**config.mk**
```make
export PLATFORM = sky130hd
export DESIGN_NAME = het_ram
export DESIGN_NICKNAME = d
export VERILOG_FILES = /design/src/rtl/het_ram.sv
export SDC_FILE = /design/constraint.sdc
export NUM_CORES = 2
export LEC_CHECK = 0
export ABC_AREA = 1
export ABC_CLOCK_PERIOD_IN_PS = 4700
export BUFFER_PORTS_ARGS = -buffer_cell sky130_fd_sc_hd__buf_4
export CORE_MARGIN = 10
export CORE_UTILIZATION = 45
export CTS_CLUSTER_SIZE = 8
export DETAILED_ROUTE_END_ITERATION = 10
export MAX_ROUTING_LAYER = met4
export PLACE_DENSITY = 0.64
export SLEW_MARGIN = 20
export SYNTH_ARGS = -nofsm -noshare
export SYNTH_HDL_FRONTEND = slang
export SYNTH_SLANG_ARGS = --single-unit
```
**constraint.sdc**
```tcl
create_clock -name clk_i -period 4.7 [get_ports clk_i]
set_input_delay 0.94 -clock clk_i [delete_from_list [all_inputs] [get_ports clk_i]]
set_output_delay 0.94 -clock clk_i [all_outputs]
set_load 0.03 [all_outputs]
```
**src/rtl/het_ram.sv**
```systemverilog
// ----------------------------------------------------------------------------
// het_ram: generic single-port RAM with registered read
// One access per cycle: write, or registered read.
// ----------------------------------------------------------------------------
module het_ram #(
  parameter int unsigned Width = 8,
  parameter int unsigned Depth = 256
) (
  input  logic                     clk_i,
  input  logic                     we_i,
  input  logic [$clog2(Depth)-1:0] addr_i,
  input  logic [Width-1:0]         wdata_i,
  output logic [Width-1:0]         rdata_o
);

  logic [Width-1:0] mem_q [Depth];

  // Write or registered read of the addressed entry.
  always_ff @(posedge clk_i) begin
    if (we_i) begin
      mem_q[addr_i] <= wdata_i;
    end
    rdata_o <= mem_q[addr_i];
  end

endmodule

```
Yosys cells after proc, flatten, opt, wreduce, memory -nomap -nowiden
Memories as Yosys holds them, arrays and structs flattened. A register that Yosys moved wholly into a read port is not among the register bits.
Index checks and enable logic that the tools add are counted.
- input bits: 18
- memories kept: 1
- register bits after elaboration: 0
- logic and storage cells: 3
- output and inout port bits: 8
- RAM bits: 2048
- memories (memory ; depth ; bits a word ; rd ports ; clocked after Yosys merged registers in ; write ports ; RTL line ; source):
    mem_q ; 256 ; 8 ; 1 ; 1 ; 1 ; 16 ; logic [Width-1:0] mem_q [Depth];
- multiplexer cells: 2
- operators by type and width (cell ; count):
    $mux W1 ; 2

Depth between registers and ports, before layout
- word-level depth: 2
- depth in mapped cells: 15

Least setup slack after synthesis
OpenSTA, ideal clock, no wires.
- kind: input port to flip-flop
- start: input addr_i[1]
- end: memory mem_q[234][0], enable pin
- library setup time: 0.370 ns
- stages: 10
- arrival time: 2.410 ns
- buffers on the path: 4
- path slack: 1.920 ns
- cells stage by stage: buf_4 -> inv_4 -> nor2_8 -> buf_4 -> buf_4 -> inv_2 -> nor2_1 -> nand2_1 -> clkbuf_1 -> nor2_1
- RTL lines (item ; RTL line ; source):
    start, declared ; 11 ; input logic [$clog2(Depth)-1:0] addr_i,
    end, declared ; 16 ;
Straight into the memory's write port.

==> flow_summary.yaml <==
routing:
  ant_nets: 0
  wl_um: 227000
  via_count: 56295
  wl_per_cell_um: 21.4
  drtPass1Iterations: 5
  avgViaCountPerCell: 5.31
  drt_iter0_markers: 5801
  drcViolationCount: 0
pwr:
  power.density_nw_per_um2: 433
  ir_drop_v: 0.000419
  power_mw: 41.5
  leakagePower_nw: 37.8
synthesis:
  yosysSeqAreaShare_pct: 72.7
  synth_compound_area_share_pct: 1.13
  yosysWarnings: 0
  synth_top_family_by_area: "simple AND/OR/NAND/NOR gates"
  yosys.area_share.simple_pct: 23.8
  yosysMostFrequentCell: "nand2_1"
  synth_area_per_cell_um2: 10.6
  synthXorXnorAreaFrac_pct: 0
  muxShareOfSynthArea_pct: 0
  synth.cell_area_um2: 84900
  synth_edf_count: 2048
  syn_nets: 8039
  async_flop_share_pct: 0
  synth_seq_cells: 2056
  syn_inst: 8021
  netlist.area_leader.share_pct: 72.5
  ys_top_cells_by_count: "nand2_1, edfxtp_1, nor2_1, nand3_1, buf_2"
  synthAdderAreaFrac_pct: 0
  post-synth-top-area-cell: "edfxtp_1"
  synth_area_leaders: "edfxtp_1, nand2_1, nor2_1, nand3_1, buf_2"
  ys.flop_type: "edfxtp_1"
  ys_types: 18
critical_path:
  slowest_delay_ns: 0.58
  end_kind: "flip-flop"
  crit_slowest_cell: "buf_4"
  worst-path-max-fanout: 58
  cp_cell_sequence: "buf_8 -> buf_4 -> nand2_4 -> inv_6 -> buf_12 -> nand2_1 -> nand3_1 -> nand2_1 -> nand2_1 -> o21ai_1 -> nand2_1 -> nor2_1 -> nor2_1 -> nor2_1 -> nand2_1"
  worstPathArrival_ns: 4.01
  cpMostUsedCell: "nand2_1"
  critPathKind: "input pin to flip-flop"
  required_ns: 5.52
  critPathLaunchType: "input pin"
timing:
  rsz0062_at_grt: "false"
  fin_skew_ns: 0.0642
  finalCriticalPeriod_ns: 3.19
  finalCritPeriodShare_pct: 67.9
  final_hold_viol_count: 0
  max_freq_mhz: 313
  worst_hold_slack_ns: 0.539
  fin_setup_tns_ns: 0
  slew_headroom_pct: 25.2
  drv_slew: 0
  tightestPinTransition_ns: 1.12
  setup_violations: 0
job:
  maxCapViolCount: 0
clock_network:
  cts_resized: 0
  clkSlewWorstSetupHoldPaths_ns: 0.05
  htree_levels: 5
  clock_tree.buffer_depth: 4
  cts_buffers: 308
  clock_sinks: 2056
  postCtsSetupBuffers: 0
  hold_buffers: 0
  cts-root-buf: "clkbuf_16"
  insertion_delay_ns: 0.92
  cts_tree: "built"
floorplan:
  io_pins: 26
  dieArea_um2: 206000
  core_um2: 188000
  die_h_um: 454
  std_cell_rows: 159
  initial_core_util_pct: 45.2
  fp.dieW_um: 454
global_routing:
  grt_pass1_vias: 54705
  overflow: 0
  grt_start_max_net_pins: 143
  antenna_found_initial: 5
  grt_pass1_wl_um: 341000
  grt_use_total_pct: 22.2
layout:
  drive_gt1_share_pct: 5.81
  fill_cells: 16046
  fin_util_pct: 51.1
  nets: 8062
  instances_no_fill: 10594
  area_growth_pct: 13.0
placement:
  placed_cells: 10229
  dp_hpwl_um: 125000
  port-buffer-count: 25
  place.gp.congestion: 0.881
outcome:
  status: "finished clean"
worst_hold_path:
  min_path_type: "input pin to flip-flop"
## where the power goes
group | internal [mW] | total (mW) | switching [mW]
clock | 11.8 | 19.0 | 7.23
sequential | 20.3 | 20.3 | 0.0332
combinational | 0.493 | 2.19 | 1.70
## path summary, 6_finish.rpt
kind,startpoint,endpoint,slack (ns),cells past startpoint
max,addr_i[1],rdata_o[2],1.51,15
min,wdata_i[2],mem_q[244][2],0.54,1
min reg2reg,mem_q[47][1],rdata_o[1],0.90,10
max reg2reg,mem_q[184][6],rdata_o[6],2.44,12
## metal layers
| layer | vias up | global-route usage [%] | share of wire (%) |
|---|---|---|---|
| li1 | 26286 | - | - |
| met4 | 0 | 8.73 | 3.9 |
| met3 | 467 | 4.14 | 8.2 |
| met2 | 2338 | 34.3 | 47 |
| met5 | - | - | 0 |
| met1 | 27204 | 29.2 | 41 |
## registers in the layout, summed over array words and instances (netlist names)
name / flops
mem_q: 2048
rdata_o: 8
## worst max-delay path, delay by kind of cell
kind                   cells  cell delay (ns)
AOI/OAI and AO/OA          1             0.08
buffers and inverters      4             1.50
and+or+nand+nor           10             1.32
## area by class of cell
cell class | instances | area [µm²] | area share, %
clock buffers | 353 | 8030 | 8.37
well taps | 2495 | 3120 | 3.26
multi-input cells | 5513 | 21300 | 22.2
diodes | 4 | 10.0 | 0.0104
clock inverters | 8 | 50.0 | 0.0522
flip-flops and latches | 2056 | 61700 | 64.3
repair buffers | 130 | 1590 | 1.66
inverters | 35 | 165 | 0.172
## kinds of logic after synthesis
kind of cell,Yosys count
buffers and inverters,452
DFF,2056
and+or+nand+nor,5321
AOI/OAI and AO/OA,192
## stage by stage
step | worst slack (ns) | cell area, µm²
2_1_floorplan | 1.92 | 84900
6_report | 1.51 | 95900
3_3_place_gp | 0.653 | 87800
4_1_cts | 1.56 | 95900
3_5_place_dp | 0.649 | 87800
5_1_grt | 1.43 | 95900
## layout by cell type, fill, tap and decap left out, types with 38 or more instances in the layout
master,netlist,layout
buf_4,6,77
clkbuf_1,170,38
buf_12,0,43
o21ai_1,119,119
nor2_1,361,356
nand3_1,188,188
nand2_1,4770,4762
o21ai_0,41,41
edfxtp_1,2048,2048
clkbuf_16,0,315
No activity file was read; power rests on OpenSTA's default activity.
